===== src/hw/rtl/rqa_pkg.sv =====
// Shared types and constants for the RGB565 quad average to LCD write block.
package rqa_pkg;

    localparam int PIX_W     = 16;
    localparam int COORD_W   = 10;
    localparam int WIN_W     = 16;
    localparam int BYTE_W    = 8;
    localparam int CFG_IDX_W = 2;
    localparam int CFG_W     = 16;

    localparam int BLUE_LSB  = 0;
    localparam int BLUE_W    = 5;
    localparam int GREEN_LSB = 5;
    localparam int GREEN_W   = 6;
    localparam int RED_LSB   = 11;
    localparam int RED_W     = 5;

    localparam logic [CFG_IDX_W-1:0] REG_COLUMN_OFFSET = 2'd0;
    localparam logic [CFG_IDX_W-1:0] REG_ROW_OFFSET    = 2'd1;

    localparam logic [WIN_W-1:0] COLUMN_OFFSET_RST = 16'd80;
    localparam logic [WIN_W-1:0] ROW_OFFSET_RST    = 16'd0;
    localparam logic [WIN_W-1:0] WIN_SPAN          = 16'd2;

    localparam logic [BYTE_W-1:0] CMD_COLUMN_SET = 8'h2A;
    localparam logic [BYTE_W-1:0] CMD_ROW_SET    = 8'h2B;
    localparam logic [BYTE_W-1:0] CMD_MEM_WRITE  = 8'h2C;

    localparam int SEQ_LEN = 19;
    localparam int IDX_W   = $clog2(SEQ_LEN);

    typedef struct packed {
        logic [PIX_W-1:0]   pixel_top_left;
        logic [PIX_W-1:0]   pixel_top_right;
        logic [PIX_W-1:0]   pixel_bottom_left;
        logic [PIX_W-1:0]   pixel_bottom_right;
        logic [COORD_W-1:0] block_column;
        logic [COORD_W-1:0] block_row;
    } t_in_beat;

    typedef struct packed {
        logic [BYTE_W-1:0] out_byte;
        logic              is_data;
        logic              last_byte;
    } t_out_beat;

    typedef struct packed {
        logic [PIX_W-1:0] pix;
        logic [WIN_W-1:0] col_start;
        logic [WIN_W-1:0] col_end;
        logic [WIN_W-1:0] row_start;
        logic [WIN_W-1:0] row_end;
    } t_job;

endpackage


===== src/hw/rtl/rqa_lane.sv =====
// One color channel lane: sums four samples and registers the truncated quarter.
module rqa_lane
    import rqa_pkg::*;
#(
    parameter int CH_W = 5
) (
    input  logic                 i_clk,
    input  logic                 i_en,
    input  logic [3:0][CH_W-1:0] i_ch,
    output logic [CH_W-1:0]      o_avg
);

    logic [CH_W+1:0] sum;
    logic [CH_W-1:0] r_avg;

    assign sum = {2'b00, i_ch[0]} + {2'b00, i_ch[1]}
               + {2'b00, i_ch[2]} + {2'b00, i_ch[3]};

    always_ff @(posedge i_clk) begin
        if (i_en) begin
            r_avg <= sum[CH_W+1:2];
        end
    end

    assign o_avg = r_avg;

endmodule


===== src/hw/rtl/rqa_merge.sv =====
// Merge stage: repacks the lane averages and forms the display window.
module rqa_merge
    import rqa_pkg::*;
(
    input  logic [BLUE_W-1:0]  i_blue,
    input  logic [GREEN_W-1:0] i_green,
    input  logic [RED_W-1:0]   i_red,
    input  logic [COORD_W-1:0] i_col,
    input  logic [COORD_W-1:0] i_row,
    input  logic [WIN_W-1:0]   i_col_off,
    input  logic [WIN_W-1:0]   i_row_off,
    output t_job               o_job,
    output logic               o_zero
);

    logic [WIN_W-1:0] col_start;
    logic [WIN_W-1:0] row_start;

    // window coordinates wrap at 16 bits
    assign col_start = i_col_off + {{(WIN_W-COORD_W){1'b0}}, i_col};
    assign row_start = i_row_off + {{(WIN_W-COORD_W){1'b0}}, i_row};

    assign o_job.pix       = {i_red, i_green, i_blue};
    assign o_job.col_start = col_start;
    assign o_job.col_end   = col_start + WIN_SPAN;
    assign o_job.row_start = row_start;
    assign o_job.row_end   = row_start + WIN_SPAN;
    assign o_zero          = (i_red == '0) && (i_green == '0) && (i_blue == '0);

endmodule


===== src/hw/rtl/rqa_serializer.sv =====
// Byte sequencer: walks one window-and-pixel job out as nineteen beats.
module rqa_serializer
    import rqa_pkg::*;
(
    input  logic      i_clk,
    input  logic      i_rst_n,
    input  logic      i_load,
    input  t_job      i_job,
    output logic      o_take,
    output logic      o_out_valid,
    input  logic      i_out_ready,
    output t_out_beat o_out_beat
);

    localparam logic [IDX_W-1:0] IDX_COL_CMD  = IDX_W'(0);
    localparam logic [IDX_W-1:0] IDX_COL_S_HI = IDX_W'(1);
    localparam logic [IDX_W-1:0] IDX_COL_S_LO = IDX_W'(2);
    localparam logic [IDX_W-1:0] IDX_COL_E_HI = IDX_W'(3);
    localparam logic [IDX_W-1:0] IDX_COL_E_LO = IDX_W'(4);
    localparam logic [IDX_W-1:0] IDX_ROW_CMD  = IDX_W'(5);
    localparam logic [IDX_W-1:0] IDX_ROW_S_HI = IDX_W'(6);
    localparam logic [IDX_W-1:0] IDX_ROW_S_LO = IDX_W'(7);
    localparam logic [IDX_W-1:0] IDX_ROW_E_HI = IDX_W'(8);
    localparam logic [IDX_W-1:0] IDX_ROW_E_LO = IDX_W'(9);
    localparam logic [IDX_W-1:0] IDX_MEM_CMD  = IDX_W'(10);
    localparam logic [IDX_W-1:0] IDX_LAST     = IDX_W'(SEQ_LEN - 1);

    logic             r_busy;
    logic             n_busy;
    logic [IDX_W-1:0] r_idx;
    logic [IDX_W-1:0] n_idx;
    t_job             r_job;
    logic             at_last;

    assign at_last = (r_idx == IDX_LAST);
    assign o_take  = !r_busy || (i_out_ready && at_last);

    always_comb begin
        n_busy = r_busy;
        n_idx  = r_idx;
        if (i_load) begin
            n_busy = 1'b1;
            n_idx  = '0;
        end else if (r_busy && i_out_ready) begin
            if (at_last) begin
                n_busy = 1'b0;
            end else begin
                n_idx = r_idx + IDX_W'(1);
            end
        end
    end

    always_ff @(posedge i_clk) begin
        if (!i_rst_n) begin
            r_busy <= 1'b0;
            r_idx  <= '0;
        end else begin
            r_busy <= n_busy;
            r_idx  <= n_idx;
        end
    end

    always_ff @(posedge i_clk) begin
        if (i_load) begin
            r_job <= i_job;
        end
    end

    always_comb begin
        o_out_beat.is_data   = 1'b1;
        o_out_beat.last_byte = at_last;
        unique case (r_idx)
            IDX_COL_CMD: begin
                o_out_beat.out_byte = CMD_COLUMN_SET;
                o_out_beat.is_data  = 1'b0;
            end
            IDX_COL_S_HI: o_out_beat.out_byte = r_job.col_start[15:8];
            IDX_COL_S_LO: o_out_beat.out_byte = r_job.col_start[7:0];
            IDX_COL_E_HI: o_out_beat.out_byte = r_job.col_end[15:8];
            IDX_COL_E_LO: o_out_beat.out_byte = r_job.col_end[7:0];
            IDX_ROW_CMD: begin
                o_out_beat.out_byte = CMD_ROW_SET;
                o_out_beat.is_data  = 1'b0;
            end
            IDX_ROW_S_HI: o_out_beat.out_byte = r_job.row_start[15:8];
            IDX_ROW_S_LO: o_out_beat.out_byte = r_job.row_start[7:0];
            IDX_ROW_E_HI: o_out_beat.out_byte = r_job.row_end[15:8];
            IDX_ROW_E_LO: o_out_beat.out_byte = r_job.row_end[7:0];
            IDX_MEM_CMD: begin
                o_out_beat.out_byte = CMD_MEM_WRITE;
                o_out_beat.is_data  = 1'b0;
            end
            // pixel beats: odd slots carry the low byte, even slots the high byte
            default: o_out_beat.out_byte = r_idx[0] ? r_job.pix[7:0] : r_job.pix[15:8];
        endcase
    end

    assign o_out_valid = r_busy;

endmodule


===== src/hw/rtl/rgb565_quad_average_to_lcd_writes.sv =====
// Top level: 2x2 RGB565 box average feeding a display command and data byte stream.
//
//  channel   direction  handshake              payload
//  in        input      i_in_valid/o_in_ready  i_in_beat (t_in_beat)
//  out       output     o_out_valid/i_out_ready o_out_beat (t_out_beat)
//  cfg       input      i_cfg_we               i_cfg_index, i_cfg_data
//
// A block is registered in the lane registers; the merge stage then hands it to the
// byte sequencer once the sequencer can take it, or drops it when the average is zero.
// A nonzero block leaves as 19 beats, one per cycle while ready is high, so the output
// port sets the block rate; zero blocks are dropped without waiting for the sequencer.
// The next block is taken while the sequencer still sends the previous one.
// Reset is synchronous and clears valid state and the offsets to their defaults.
module rgb565_quad_average_to_lcd_writes
    import rqa_pkg::*;
(
    input  logic                 i_clk,
    input  logic                 i_rst_n,
    input  logic                 i_in_valid,
    output logic                 o_in_ready,
    input  t_in_beat             i_in_beat,
    output logic                 o_out_valid,
    input  logic                 i_out_ready,
    output t_out_beat            o_out_beat,
    input  logic                 i_cfg_we,
    input  logic [CFG_IDX_W-1:0] i_cfg_index,
    input  logic [CFG_W-1:0]     i_cfg_data
);

    logic [WIN_W-1:0]   r_col_off;
    logic [WIN_W-1:0]   r_row_off;
    logic               r_a_valid;
    logic [COORD_W-1:0] r_col;
    logic [COORD_W-1:0] r_row;

    logic                       in_take;
    logic                       a_move;
    logic                       a_zero;
    logic                       ser_take;
    logic                       ser_load;
    t_job                       job;
    logic [3:0][PIX_W-1:0]      pix;
    logic [3:0][BLUE_W-1:0]     ch_blue;
    logic [3:0][GREEN_W-1:0]    ch_green;
    logic [3:0][RED_W-1:0]      ch_red;
    logic [BLUE_W-1:0]          avg_blue;
    logic [GREEN_W-1:0]         avg_green;
    logic [RED_W-1:0]           avg_red;

    always_ff @(posedge i_clk) begin
        if (!i_rst_n) begin
            r_col_off <= COLUMN_OFFSET_RST;
            r_row_off <= ROW_OFFSET_RST;
        end else if (i_cfg_we) begin
            if (i_cfg_index == REG_COLUMN_OFFSET) begin
                r_col_off <= i_cfg_data;
            end else if (i_cfg_index == REG_ROW_OFFSET) begin
                r_row_off <= i_cfg_data;
            end
        end
    end

    assign pix[0] = i_in_beat.pixel_top_left;
    assign pix[1] = i_in_beat.pixel_top_right;
    assign pix[2] = i_in_beat.pixel_bottom_left;
    assign pix[3] = i_in_beat.pixel_bottom_right;

    always_comb begin
        for (int k = 0; k < 4; k++) begin
            ch_blue[k]  = pix[k][BLUE_LSB  +: BLUE_W];
            ch_green[k] = pix[k][GREEN_LSB +: GREEN_W];
            ch_red[k]   = pix[k][RED_LSB   +: RED_W];
        end
    end

    // drop zero blocks at once, otherwise wait for the sequencer
    assign a_move     = r_a_valid && (a_zero || ser_take);
    assign ser_load   = r_a_valid && !a_zero && ser_take;
    assign o_in_ready = !r_a_valid || a_move;
    assign in_take    = i_in_valid && o_in_ready;

    always_ff @(posedge i_clk) begin
        if (!i_rst_n) begin
            r_a_valid <= 1'b0;
        end else if (in_take) begin
            r_a_valid <= 1'b1;
        end else if (a_move) begin
            r_a_valid <= 1'b0;
        end
    end

    always_ff @(posedge i_clk) begin
        if (in_take) begin
            r_col <= i_in_beat.block_column;
            r_row <= i_in_beat.block_row;
        end
    end

    rqa_lane #(.CH_W(BLUE_W)) u_lane_blue (
        .i_clk (i_clk),
        .i_en  (in_take),
        .i_ch  (ch_blue),
        .o_avg (avg_blue)
    );

    rqa_lane #(.CH_W(GREEN_W)) u_lane_green (
        .i_clk (i_clk),
        .i_en  (in_take),
        .i_ch  (ch_green),
        .o_avg (avg_green)
    );

    rqa_lane #(.CH_W(RED_W)) u_lane_red (
        .i_clk (i_clk),
        .i_en  (in_take),
        .i_ch  (ch_red),
        .o_avg (avg_red)
    );

    rqa_merge u_merge (
        .i_blue    (avg_blue),
        .i_green   (avg_green),
        .i_red     (avg_red),
        .i_col     (r_col),
        .i_row     (r_row),
        .i_col_off (r_col_off),
        .i_row_off (r_row_off),
        .o_job     (job),
        .o_zero    (a_zero)
    );

    rqa_serializer u_ser (
        .i_clk       (i_clk),
        .i_rst_n     (i_rst_n),
        .i_load      (ser_load),
        .i_job       (job),
        .o_take      (ser_take),
        .o_out_valid (o_out_valid),
        .i_out_ready (i_out_ready),
        .o_out_beat  (o_out_beat)
    );

endmodule


===== config.mk =====
export PLATFORM = sky130hd
export DESIGN_NAME = rgb565_quad_average_to_lcd_writes
export DESIGN_NICKNAME = d
export VERILOG_FILES = /design/src/hw/rtl/rqa_pkg.sv /design/src/hw/rtl/rqa_lane.sv /design/src/hw/rtl/rqa_merge.sv /design/src/hw/rtl/rqa_serializer.sv /design/src/hw/rtl/rgb565_quad_average_to_lcd_writes.sv
export SDC_FILE = /design/constraint.sdc
export NUM_CORES = 1
export LEC_CHECK = 0
export ABC_CLOCK_PERIOD_IN_PS = 6900
export CAP_MARGIN = 10
export CORE_ASPECT_RATIO = 0.9
export CORE_UTILIZATION = 37
export DETAILED_ROUTE_END_ITERATION = 8
export DONT_BUFFER_PORTS = 1
export SYNTH_ARGS = -nofsm -noshare
export SYNTH_HDL_FRONTEND = slang
export SYNTH_SLANG_ARGS = --single-unit

===== constraint.sdc =====
create_clock -name i_clk -period 6.9 [get_ports i_clk]
set_input_delay 1.38 -clock i_clk [delete_from_list [all_inputs] [get_ports i_clk]]
set_output_delay 1.38 -clock i_clk [all_outputs]
set_load 0.02 [all_outputs]

==> results of run 1 <==
==> flip-flops by register name (all words and copies together), names as in the netlist <==
register,flops
r_col_off,16
u_ser.r_job,78
r_col,10
r_row,10
u_lane_red.o_avg,5
r_a_valid,1
r_row_off,16
u_lane_green.o_avg,6
u_ser.o_out_valid,1
u_ser.r_idx,5
u_lane_blue.o_avg,5
==> cells in the final DEF (no fill, tap or decap), drive strengths merged, types with 8 or more instances in the layout <==
cell type / synthesis / routed
edfxtp: 114 / 114
nor3: 10 / 10
a21boi: 32 / 32
ha: 58 / 58
xnor2: 53 / 53
a21o: 17 / 17
nor2: 30 / 30
xor2: 20 / 20
a21oi: 41 / 41
o21ai: 25 / 25
mux2i: 10 / 10
dfxtp: 39 / 39
nand3: 21 / 21
inv: 76 / 84
a211oi: 10 / 10
nor4: 8 / 8
fa: 21 / 21
nand4: 15 / 15
nand2b: 11 / 11
clkbuf: 20 / 19
nand2: 94 / 94
a22oi: 12 / 12
==> layer usage <==
metal  track usage, %  up-vias
met5                0        -
met4             5.14        0
met3             3.66       15
met2             24.4      152
met1             23.4     2809
li1                 -     2949
==> through the flow <==
step / instances / setup WS (ns)
floorplan: 824 / 1.30
global placement: 1100 / 2.68
detailed placement: 1100 / 2.63
CTS: 1132 / 2.15
global route: 1132 / 1.83
finish: 1132 / 2.15
==> report_power, final <==
group / switching (mW) / internal (mW)
Combinational: 0.253 / 0.188
Sequential: 0.0494 / 1.12
Clock: 0.395 / 0.488
Total: 0.697 / 1.80
==> worst min path at each step <==
stage,depth (start not counted),end,from,slack [ns]
global placement,0,u_ser.r_job[72]$_DFFE_PP_,u_lane_green.o_avg[3]$_DFFE_PP_,0.43
finish,0,u_ser.r_job[72]$_DFFE_PP_,u_lane_green.o_avg[3]$_DFFE_PP_,0.45
global route,0,u_ser.r_job[72]$_DFFE_PP_,u_lane_green.o_avg[3]$_DFFE_PP_,0.45
floorplan,0,u_ser.r_job[65]$_DFFE_PP_,u_lane_blue.o_avg[1]$_DFFE_PP_,0.43
CTS,0,u_ser.r_job[72]$_DFFE_PP_,u_lane_green.o_avg[3]$_DFFE_PP_,0.45
detailed placement,0,u_ser.r_job[72]$_DFFE_PP_,u_lane_green.o_avg[3]$_DFFE_PP_,0.44
==> final cells by class <==
cell class	count	area, sq um	area share [%]
clock inverters	13	106	1.09
clock buffers	19	453	4.63
multi-input cells	567	4340	44.4
inverters	76	285	2.92
flip-flops and latches	153	4200	43.0
repair buffers	2	15.0	0.154
well taps	302	378	3.86
==> kinds of logic (layout without fill, tap and decap cells) <==
logic type	count (synthesis)	after routing	share of synthesized area, %
AOI/OAI and AO/OA	182	182	14.5
and+or+nand+nor	223	223	12.6
muxes	10	10	1.12
buffers and inverters	104	110	4.57
adders and majority gates	79	79	12.8
DFF	153	153	47.1
xor gates and xnor gates	73	73	7.25
==> worst register-to-register path: stages, from the launching register on <==
cell                       delay (ns)
sky130_fd_sc_hd__dfxtp_1         0.50
sky130_fd_sc_hd__inv_1           0.17
sky130_fd_sc_hd__ha_1            0.25
sky130_fd_sc_hd__nand2b_1        0.12
sky130_fd_sc_hd__nor3_1          0.66
sky130_fd_sc_hd__a21boi_0        0.62
sky130_fd_sc_hd__nor2b_4         0.22
sky130_fd_sc_hd__buf_4           0.75
sky130_fd_sc_hd__nand2b_1        0.31
sky130_fd_sc_hd__nor2_1          0.08
==> impl_results.rst, run 1 <==
.. list-table::
   :header-rows: 1

   * - Metric
     - Value
   * - Result of the run
     - complete, but fails checks
   * - Violations in the final reports
     - design-rule violations
   * - Cts bufs inserted
     - 17
   * - Yosys cell types
     - 71
   * - Register-to-register path setup slack
     - 3.12 ns
   * - Wire length after detailed routing
     - 19400 um
   * - Post-placement cell area
     - 9220 sq um
   * - Crit-path cells
     - inv_1 -> ha_1 -> nor4_1 -> a21oi_1 -> o211a_1 -> nor3_2 -> nor4_1 -> a21oi_1
   * - Number of buffers added on ports
     - 0
   * - Ratio of cells with drive above 1 in the final layout
     - 6.75%
   * - Clock-pin slew reported for the worst setup and hold paths after clock tree synthesis
     - 0.07 ns
   * - Insertion delay to the later sink of the worst-skew pair
     - 0.43 ns
   * - Yosys Warn Count
     - 0
   * - Area share of the largest cell type after synthesis
     - 38.4%
   * - Dpl hpwl
     - 15200 um
   * - Critical Path Slowest Stage Cell
     - sky130_fd_sc_hd__dfxtp_1
   * - Overall die area
     - 24700 sq um
   * - Critical Path Start Type
     - register
   * - Tightest slew margin relative to the limit
     - 16.8%
   * - Total vias in the final route
     - 5925
   * - Synth-to-Final Area Change
     - 9.56%
   * - Count of standard-cell rows
     - 53
   * - Hold-fix buffer count after cts
     - 0
   * - Largest vdd supply drop
     - 0.158 mV
   * - Post-synth EDFFs
     - 114
   * - Nets
     - 1003
   * - Critical R2R Launch
     - u_ser.r_idx[0]$_SDFFE_PP0P_
   * - Length of routed wiring on met1
     - 9510 um
   * - Syn Area/Cell
     - 10.8 sq um
   * - Maximum operating frequency
     - 211 MHz
   * - CORE AREA
     - 23500 sq um
   * - Endpoint of the worst register-to-register path
     - u_ser.r_idx[3]$_SDFFE_PP0P_
   * - Ratio of total power to cell area
     - 255 nW/um^2
   * - Critical path fanouts, max
     - 16
   * - Cells after Synth
     - 824
   * - Total Routing Usage GR
     - 16.3%
   * - Min Hold Slack
     - 0.448 ns
   * - Count of cells resized by post-cts repair
     - 0
   * - Hold violation total from the final report
     - 0
   * - WP depth
     - 8
   * - Endpoints failing setup
     - 0
   * - Antenna Violating Nets Remaining
     - 0
   * - Mean number of vias per cell
     - 5.23
   * - Final design area excluding fillers
     - 9780 sq um
   * - Die outline height
     - 149 um
   * - Post-synthesis cell type with the largest combined area
     - sky130_fd_sc_hd__edfxtp_1
   * - Via count of the first global-routing pass
     - 5633
   * - Number of primary I/O pins
     - 119
   * - Initial Utilization
     - 37.9%
   * - First-pass GRT wire length
     - 30700 um
   * - Seq/Total Area, Yosys
     - 47.1%
   * - Number of nets in the synthesized netlist
     - 1010
   * - Max-Cap Viols
     - 0
   * - Number of buffers and inverters on the critical path
     - 1
   * - Routed wirelength normalized by instance count
     - 17.1 um
   * - Path type of the worst min-delay path
     - register to register
   * - Gp weighted congestion
     - 0.851
   * - Cell types with the highest counts after synthesis
     - sky130_fd_sc_hd__edfxtp_1, sky130_fd_sc_hd__nand2_1, sky130_fd_sc_hd__inv_1
   * - Data arrival time of the worst path
     - 3.37 ns
   * - H-tree lvl count
     - 4
   * - Number of search-and-repair iterations in the first detailed-routing pass
     - 8
   * - Antenna violations before repair
     - 0
   * - Transition at the pin with the smallest max-transition slack
     - 1.24 ns
   * - Wire length on met2
     - 8520 um
   * - Fin. max-slew vios
     - 0
   * - Number of buffers added for setup after CTS
     - 0
   * - Clock Tree Buf Depth
     - 2
   * - Minimum clock period after layout
     - 4.75 ns
   * - Logic depth of the worst register-to-register path
     - 9
   * - Destination of the critical timing path
     - o_out_beat[5]
   * - Most used standard cell by instance count after synthesis
     - sky130_fd_sc_hd__edfxtp_1
   * - Netlist area before placement
     - 8920 sq um
   * - Clock tree sinks
     - 153
   * - Final cell utilization of the core
     - 41.5%
   * - RSZ-0062 raised after global routing
     - false
   * - Required time reported for the critical path endpoint
     - 5.52 ns
   * - Total Power Consumption
     - 2.49 mW
   * - Timing startpoint of the critical path
     - u_ser.r_idx[0]$_SDFFE_PP0P_
   * - Start-to-end type of the worst setup path
     - register to output port
   * - Biggest area contributors in the synthesized netlist
     - sky130_fd_sc_hd__edfxtp_1, sky130_fd_sc_hd__dfxtp_1, sky130_fd_sc_hd__ha_1
   * - Final period utilization
     - 68.8%
   * - TritonCTS clock tree
     - yes
   * - Async set-or-reset flop fraction in the synthesized netlist
     - 0%
   * - Critical Path Sink Type
     - output port
   * - Antenna diode instance count
     - 0
   * - Kind of cell with the highest combined delay on the critical path
     - simple AND/OR/NAND/NOR gates
   * - Met3 wirelength from detailed routing
     - 1090 um
   * - Filler cell count in the final layout
     - 2239
   * - Total grt overflow
     - 0
   * - Max incr delay on CP
     - 0.71 ns
   * - Leakage power
     - 3.79 nW
   * - Clock root buffer
     - sky130_fd_sc_hd__clkbuf_16
   * - Die width
     - 166 um
   * - DRC marker count from the first detailed-route iteration
     - 416
   * - Uppermost layer routed
     - met4
   * - Post-route clock skew
     - 0.00961 ns
   * - Post-route DRC violation count
     - 4
   * - Total Negative Setup Slacks
     - 0 ns
   * - Flip-flop and latch count after synthesis
     - 153
   * - Maximum number of pins on one net before global-route repair
     - 80
   * - Flip-flop cell with the highest count after synthesis
     - sky130_fd_sc_hd__edfxtp_1
(Power assumes the default switching activity.)
==> inputs of run 2 (changes only) <==
--- a/config.mk
+++ b/config.mk
@@ -5,7 +5,7 @@
 export SDC_FILE = /design/constraint.sdc
 export NUM_CORES = 1
 export LEC_CHECK = 0
-export ABC_CLOCK_PERIOD_IN_PS = 6900
+export ABC_CLOCK_PERIOD_IN_PS = 4500
 export CAP_MARGIN = 10
 export CORE_ASPECT_RATIO = 0.9
 export CORE_UTILIZATION = 37
==> constraint.sdc (replaced) <==
create_clock -name i_clk -period 4.5 [get_ports i_clk]
set_input_delay 0.9 -clock i_clk [delete_from_list [all_inputs] [get_ports i_clk]]
set_output_delay 0.9 -clock i_clk [all_outputs]
set_load 0.02 [all_outputs]
==> impl_results.rst, run 2 (synthesis results as in run 1) <==
.. list-table::
   :header-rows: 1

   * - Metric
     - Value
   * - Result of the run
     - complete, but fails checks (unchanged)
   * - Violations in the final reports
     - design-rule violations (unchanged)
   * - Clock power share
     - 36.9% (was 35.4%)
   * - P_int
     - 2.85 mW (was 1.80 mW)
   * - Total Negative Setup Slacks
     - 0 ns (unchanged)
   * - Fin. max-slew vios
     - 0 (unchanged)
   * - Power spent charging and discharging nets
     - 1.06 mW (was 0.697 mW)
   * - Die outline height
     - 149 um (unchanged)
   * - Number of buffers added for setup after CTS
     - 0 (unchanged)
   * - Initial Utilization
     - 37.9% (unchanged)
   * - Ratio of total power to cell area
     - 396 nW/um^2 (was 255 nW/um^2)
   * - Wire length after detailed routing
     - 19100 um (was 19400 um)
   * - Nets
     - 1008 (was 1003)
   * - Clock tree sinks
     - 153 (unchanged)
   * - Antenna violations before repair
     - 0 (unchanged)
   * - Final period utilization
     - 87.1%
   * - Synth-to-Final Area Change
     - 10.4% (was 9.56%)
   * - Transition at the pin with the smallest max-transition slack
     - 1.12 ns (was 1.24 ns)
   * - Cts bufs inserted
     - 17 (unchanged)
   * - Critical Path Slowest Stage Cell
     - sky130_fd_sc_hd__a21boi_0 (was sky130_fd_sc_hd__dfxtp_1)
   * - Post-Place Worst Slack
     - 0.922 ns (was 2.63 ns)
   * - Max-Cap Viols
     - 0 (unchanged)
   * - Total grt overflow
     - 0 (unchanged)
   * - Count of cells resized by post-cts repair
     - 0 (unchanged)
   * - Tightest slew margin relative to the limit
     - 24.7% (was 16.8%)
   * - Most used cell, CP
     - sky130_fd_sc_hd__buf_4
   * - DRC marker count from the first detailed-route iteration
     - 496 (was 416)
   * - Post-route clock skew
     - 0.0102 ns (was 0.00961 ns)
   * - Antenna diode instance count
     - 0 (unchanged)
   * - Endpoints failing setup
     - 0 (unchanged)
   * - Clock-pin slew reported for the worst setup and hold paths after clock tree synthesis
     - 0.07 ns (about the same)
   * - Clock root buffer
     - sky130_fd_sc_hd__clkbuf_16 (unchanged)
   * - Required time reported for the critical path endpoint
     - 3.60 ns (was 5.52 ns)
   * - Post-placement cell area
     - 9250 sq um (was 9220 sq um)
   * - Filler cell count in the final layout
     - 2213 (was 2239)
   * - Combinational cell fraction of total power
     - 17.3% (was 17.7%)
   * - Largest register FFs
     - 78 (unchanged)
   * - First-pass GRT wire length
     - 30000 um (was 30700 um)
   * - Clock Tree Buf Depth
     - 2 (unchanged)
   * - Number of buffers added on ports
     - 0 (unchanged)
   * - Total vias in the final route
     - 5889 (was 5925)
   * - Data arrival time of the worst path
     - 3.02 ns (was 3.37 ns)
   * - Number of search-and-repair iterations in the first detailed-routing pass
     - 7 (was 8)
   * - Mean number of vias per cell
     - 5.18 (was 5.23)
   * - Insertion delay to the later sink of the worst-skew pair
     - 0.42 ns (was 0.43 ns)
   * - Start-to-end type of the worst setup path
     - register to output port (unchanged)
   * - Number of primary I/O pins
     - 119 (unchanged)
   * - Leakage power
     - 3.83 nW (was 3.79 nW)
   * - Final worst slack
     - 0.580 ns (was 2.15 ns)
   * - Critical path fanouts, max
     - 13 (was 16)
   * - Antenna Violating Nets Remaining
     - 0 (unchanged)
   * - Crit-path cells
     - buf_4 -> inv_1 -> ha_1 -> nand2b_1 -> nor3_1 -> buf_4 -> a21boi_0 -> nand2_1 (was inv_1 -> ha_1 -> nor4_1 -> a21oi_1 -> o211a_1 -> nor3_2 -> nor4_1 -> a21oi_1)
   * - Gp weighted congestion
     - 0.793 (was 0.851)
   * - H-tree lvl count
     - 4 (unchanged)
   * - Maximum number of pins on one net before global-route repair
     - 63 (was 80)
   * - Die width
     - 166 um (unchanged)
   * - Hold-fix buffer count after cts
     - 0 (unchanged)
   * - Portion of total power attributed to sequential cells
     - 45.8% (was 46.9%)
   * - Commonest non-fill, non-tap cell in the layout
     - sky130_fd_sc_hd__edfxtp_1 (unchanged)
   * - Dpl hpwl
     - 14700 um (was 15200 um)
   * - TritonCTS clock tree
     - yes (unchanged)
   * - Max incr delay on CP
     - 0.88 ns (was 0.71 ns)
   * - Critical Path Sink Type
     - output port (unchanged)
   * - Total Routing Usage GR
     - 15.8% (was 16.3%)
   * - RSZ-0062 raised after global routing
     - false (unchanged)
   * - Leading cell types in the layout, fill and taps excluded
     - sky130_fd_sc_hd__edfxtp_1, sky130_fd_sc_hd__nand2_1, sky130_fd_sc_hd__inv_1 (unchanged)
   * - Maximum operating frequency
     - 255 MHz
   * - Register with the most flip-flops
     - u_ser.r_job (unchanged)
   * - CORE AREA
     - 23500 sq um (unchanged)
   * - Net switching fraction of the power
     - 27.0% (was 28.0%)
   * - Routed wirelength normalized by instance count
     - 16.8 um (was 17.1 um)
   * - Post-route DRC violation count
     - 4 (unchanged)
   * - Largest vdd supply drop
     - 0.244 mV (was 0.158 mV)
   * - Ratio of cells with drive above 1 in the final layout
     - 7.31% (was 6.75%)
   * - Critical Path Start Type
     - register (unchanged)
   * - Via count of the first global-routing pass
     - 5514 (was 5633)
   * - Minimum clock period after layout
     - 3.92 ns
   * - Count of standard-cell rows
     - 53 (unchanged)
   * - Overall die area
     - 24700 sq um (unchanged)
   * - Top Registers
     - u_ser.r_job: 78 flops, r_col_off: 16 flops, r_row_off: 16 flops (unchanged)
   * - Hold violation total from the final report
     - 0 (unchanged)
   * - Final design area excluding fillers
     - 9850 sq um (was 9780 sq um)
   * - Path type of the worst min-delay path
     - register to register (unchanged)
-- run 2: power by group through the flow --
stage	Sequential [mW]	Clock, mW	Combinational, mW
2_1_floorplan	1.78	0	0.549
3_3_place_gp	1.82	0	0.672
3_5_place_dp	1.82	0	0.679
4_1_cts	1.79	1.47	0.685
5_1_grt	1.80	1.53	0.768
6_report	1.79	1.44	0.676
-- run 2: critical path, delay by kind of cell (launching register included) --
kind | cells | cell delay, ns
AND/OR/NAND/NOR | 3 | 0.62
flip-flops | 1 | 0.31
buffers and inverters | 3 | 0.51
adder cells (fa/ha/maj) | 1 | 0.26
AO/OA/AOI/OAI | 1 | 0.88
-- run 2: final timing paths --
kind,startpoint,to,slack [ns],cells after the start
min reg2reg,u_lane_green.o_avg[0]$_DFFE_PP_,u_ser.r_job[69]$_DFFE_PP_,0.45,0
max reg2reg,u_ser.r_idx[0]$_SDFFE_PP0P_,u_ser.r_job[37]$_DFFE_PP_,1.10,9
max,u_ser.r_idx[0]$_SDFFE_PP0P_,o_in_ready,0.58,8
min,u_lane_green.o_avg[0]$_DFFE_PP_,u_ser.r_job[69]$_DFFE_PP_,0.45,0
-- run 2: metrics by stage --
| stage | cells | total power [mW] | hold WS, ns | utilization [%] |
|---|---|---|---|---|
| final | 1137 | 3.90 | 0.455 | 41.8 |
| after global routing | 1137 | 4.10 | 0.470 | 41.8 |
| after CTS | 1137 | 3.94 | 0.459 | 41.8 |
| after detailed placement | 1105 | 2.50 | 0.444 | 39.3 |
| after global placement | 1105 | 2.49 | 0.435 | 39.3 |
| after floorplan | 824 | 2.33 | 0.427 | - |
-- run 2: layout make-up --
type                    count  area (sq um)  area share, %
repair buffers              7          52.6          0.533
clock inverters            14           160           1.63
inverters                  76           285           2.90
clock buffers              18           439           4.46
well taps                 302           378           3.84
flip-flops and latches    153          4200           42.7
multi-input cells         567          4330           44.0
-- run 2: per-layer routing --
metal,GRT usage (%),routed length [um],vias up
li1,-,-,2954
met1,23.1,9550,2773
met2,23.2,8250,144
met3,3.71,1040,18
met4,4.63,246,0
met5,0,0,-
==> inputs of run 3 (changes only) <==
--- a/config.mk
+++ b/config.mk
@@ -5,12 +5,16 @@
 export SDC_FILE = /design/constraint.sdc
 export NUM_CORES = 1
 export LEC_CHECK = 0
+export ABC_AREA = 0
 export ABC_CLOCK_PERIOD_IN_PS = 4500
 export CAP_MARGIN = 10
+export CELL_PAD_IN_SITES_DETAIL_PLACEMENT = 0
+export CELL_PAD_IN_SITES_GLOBAL_PLACEMENT = 1
 export CORE_ASPECT_RATIO = 0.9
 export CORE_UTILIZATION = 37
 export DETAILED_ROUTE_END_ITERATION = 8
 export DONT_BUFFER_PORTS = 1
+export PLACE_DENSITY_LB_ADDON = 0.1
 export SYNTH_ARGS = -nofsm -noshare
 export SYNTH_HDL_FRONTEND = slang
 export SYNTH_SLANG_ARGS = --single-unit
==> impl_results.rst, run 3 (synthesis results as in run 1) <==
.. list-table::
   :header-rows: 1

   * - Metric
     - Value
   * - Minimum clock period after layout
     - 3.84 ns (was 3.92 ns)
   * - Max-Cap Viols
     - 0 (unchanged)
   * - Clock-pin slew reported for the worst setup and hold paths after clock tree synthesis
     - 0.07 ns (about the same)
   * - Hold-fix buffer count after cts
     - 0 (unchanged)
   * - Overall die area
     - 24700 sq um (unchanged)
   * - Critical Path Start Type
     - register (unchanged)
   * - TritonCTS clock tree
     - yes (unchanged)
   * - Antenna violations before repair
     - 1 (was 0)
   * - Filler cell count in the final layout
     - 2259 (was 2213)
   * - First-pass GRT wire length
     - 32000 um (was 30000 um)
   * - Required time reported for the critical path endpoint
     - 3.60 ns (about the same)
   * - Path type of the worst min-delay path
     - register to register (unchanged)
   * - Dpl hpwl
     - 16100 um (was 14700 um)
   * - Final cell utilization of the core
     - 41.9% (was 41.8%)
   * - Commonest non-fill, non-tap cell in the layout
     - sky130_fd_sc_hd__edfxtp_1 (unchanged)
   * - Transition at the pin with the smallest max-transition slack
     - 0.980 ns (was 1.12 ns)
   * - Cts bufs inserted
     - 17 (unchanged)
   * - Number of search-and-repair iterations in the first detailed-routing pass
     - 8 (was 7)
   * - Tightest slew margin relative to the limit
     - 34.4% (was 24.7%)
   * - Total Negative Setup Slacks
     - 0 ns (unchanged)
   * - Mean number of vias per cell
     - 5.26 (was 5.18)
   * - Clock root buffer
     - sky130_fd_sc_hd__clkbuf_16 (unchanged)
   * - Top Registers
     - u_ser.r_job: 78 flops, r_col_off: 16 flops, r_row_off: 16 flops (unchanged)
   * - Antenna Violating Nets Remaining
     - 0 (unchanged)
   * - Clock Tree Buf Depth
     - 2 (unchanged)
   * - Leading cell types in the layout, fill and taps excluded
     - sky130_fd_sc_hd__edfxtp_1, sky130_fd_sc_hd__nand2_1, sky130_fd_sc_hd__inv_1 (unchanged)
   * - Net switching fraction of the power
     - 27.6% (was 27.0%)
   * - Post-route DRC violation count
     - 4 (unchanged)
   * - Total vias in the final route
     - 6015 (was 5889)
   * - Endpoints failing setup
     - 0 (unchanged)
   * - Die width
     - 166 um (unchanged)
   * - Post-route clock skew
     - 0.00647 ns (was 0.0102 ns)
   * - Combinational cell fraction of total power
     - 18.0% (was 17.3%)
   * - RSZ-0062 raised after global routing
     - false (unchanged)
   * - Ratio of cells with drive above 1 in the final layout
     - 7.85% (was 7.31%)
   * - Total Routing Usage GR
     - 17.0% (was 15.8%)
   * - Violations in the final reports
     - design-rule violations (unchanged)
   * - Clock power share
     - 35.1% (was 36.9%)
   * - Data arrival time of the worst path
     - 2.94 ns (was 3.02 ns)
   * - Insertion delay to the later sink of the worst-skew pair
     - 0.42 ns (about the same)
   * - Count of placed standard cells including taps
     - 1111 (was 1105)
   * - Critical Path Sink Type
     - output port (unchanged)
   * - P_int
     - 2.77 mW (was 2.85 mW)
   * - Number of primary I/O pins
     - 119 (unchanged)
   * - Ratio of total power to cell area
     - 389 nW/um^2 (was 396 nW/um^2)
   * - Die outline height
     - 149 um (unchanged)
   * - Antenna diode instance count
     - 0 (unchanged)
   * - Post-route insts no fill
     - 1143 (was 1137)
   * - Count of cells resized by post-cts repair
     - 0 (unchanged)
   * - Hold violation total from the final report
     - 0 (unchanged)
   * - Number of buffers added for setup after CTS
     - 0 (unchanged)
   * - CORE AREA
     - 23500 sq um (unchanged)
   * - Start-to-end type of the worst setup path
     - register to output port (unchanged)
   * - Number of buffers added on ports
     - 0 (unchanged)
   * - Via count of the first global-routing pass
     - 5835 (was 5514)
   * - Critical path fanouts, max
     - 21 (was 13)
   * - Largest vdd supply drop
     - 0.228 mV (was 0.244 mV)
   * - Largest register FFs
     - 78 (unchanged)
   * - Maximum operating frequency
     - 260 MHz (was 255 MHz)
   * - Register with the most flip-flops
     - u_ser.r_job (unchanged)
   * - Result of the run
     - complete, but fails checks (unchanged)
   * - Initial Utilization
     - 37.9% (unchanged)
   * - Routed wirelength normalized by instance count
     - 17.8 um (was 16.8 um)
   * - Portion of total power attributed to sequential cells
     - 46.9% (was 45.8%)
   * - Fin. max-slew vios
     - 0 (unchanged)
   * - Maximum number of pins on one net before global-route repair
     - 59 (was 63)
   * - Nets
     - 1014 (was 1008)
   * - Final period utilization
     - 85.3% (was 87.1%)
   * - Clock tree sinks
     - 153 (unchanged)
   * - Count of standard-cell rows
     - 53 (unchanged)
   * - Total grt overflow
     - 0 (unchanged)
   * - Gp weighted congestion
     - 0.782 (was 0.793)
   * - H-tree lvl count
     - 4 (unchanged)
   * - Power spent charging and discharging nets
     - 1.06 mW (about the same)
   * - Synth-to-Final Area Change
     - 10.4% (about the same)
   * - Leakage power
     - 3.83 nW (about the same)
   * - DRC marker count from the first detailed-route iteration
     - 436 (was 496)
   * - Wire length after detailed routing
     - 20400 um (was 19100 um)
[run 3: cell types whose count changed in the layout (fill, tap and decap cells not counted), moves of 2 or more]
cell	change
sky130_fd_sc_hd__buf_4	+6
sky130_fd_sc_hd__clkinvlp_4	+5
sky130_fd_sc_hd__clkinv_4	-4
sky130_fd_sc_hd__clkinv_2	+2
sky130_fd_sc_hd__inv_6	-2
[run 3: power groups by stage]
stage	Clock [mW]	Sequential (mW)	Combinational, mW
2_1_floorplan	0	1.78	0.549
3_5_place_dp	0	1.83	0.694
5_1_grt	1.44	1.81	0.781
3_3_place_gp	0	1.82	0.682
6_report	1.34	1.79	0.689
4_1_cts	1.38	1.80	0.699
[run 3: cell type report]
| type | count | area (sq um) | share of cell area [%] |
|---|---|---|---|
| clock buffers | 18 | 429 | 4.36 |
| clock inverters | 14 | 124 | 1.26 |
| inverters | 76 | 285 | 2.89 |
| multi-input cells | 567 | 4340 | 44.0 |
| flip-flops and latches | 153 | 4200 | 42.7 |
| well taps | 302 | 378 | 3.83 |
| repair buffers | 13 | 97.6 | 0.990 |
[run 3: per-stage QoR]
step | worst slack [ns] | area [sq um] | power [mW] | hold WS, ns
5_1_grt | 0.437 | 9850 | 4.03 | 0.466
3_5_place_dp | 0.888 | 9300 | 2.52 | 0.436
4_1_cts | 0.644 | 9850 | 3.87 | 0.451
6_report | 0.661 | 9850 | 3.83 | 0.451
2_1_floorplan | 0.465 | 8930 | 2.33 | 0.427
3_3_place_gp | 0.916 | 9300 | 2.50 | 0.443
[run 3: critical path: stages (launching register included)]
cell and delay [ns]:
sky130_fd_sc_hd__dfxtp_1 0.78, sky130_fd_sc_hd__nand2_1 0.19, sky130_fd_sc_hd__nor2_1 0.63, sky130_fd_sc_hd__nor3_2 0.08, sky130_fd_sc_hd__buf_4 0.22, sky130_fd_sc_hd__nor4_1 0.33
sky130_fd_sc_hd__a21oi_1 0.10, sky130_fd_sc_hd__buf_4 0.17
[run 3: metal layers]
metal	GRT usage, %	vias to the layer above	share of wire, %
met5	0	-	0
met4	4.86	0	0.88
met3	3.93	15	5.0
met2	25.8	129	45
met1	24.1	2898	50
li1	-	2973	-
[run 3: final timing paths]
path | from | to | slack (ns) | cells past startpoint
worst max-delay path | u_ser.r_idx[2]$_SDFFE_PP0P_ | o_out_beat[5] | 0.66 | 7
worst min-delay path | u_lane_blue.o_avg[1]$_DFFE_PP_ | u_ser.r_job[65]$_DFFE_PP_ | 0.45 | 0
worst max register to register | u_ser.r_idx[0]$_SDFFE_PP0P_ | u_ser.r_job[63]$_DFFE_PP_ | 1.46 | 9
worst min register to register | u_lane_blue.o_avg[1]$_DFFE_PP_ | u_ser.r_job[65]$_DFFE_PP_ | 0.45 | 0
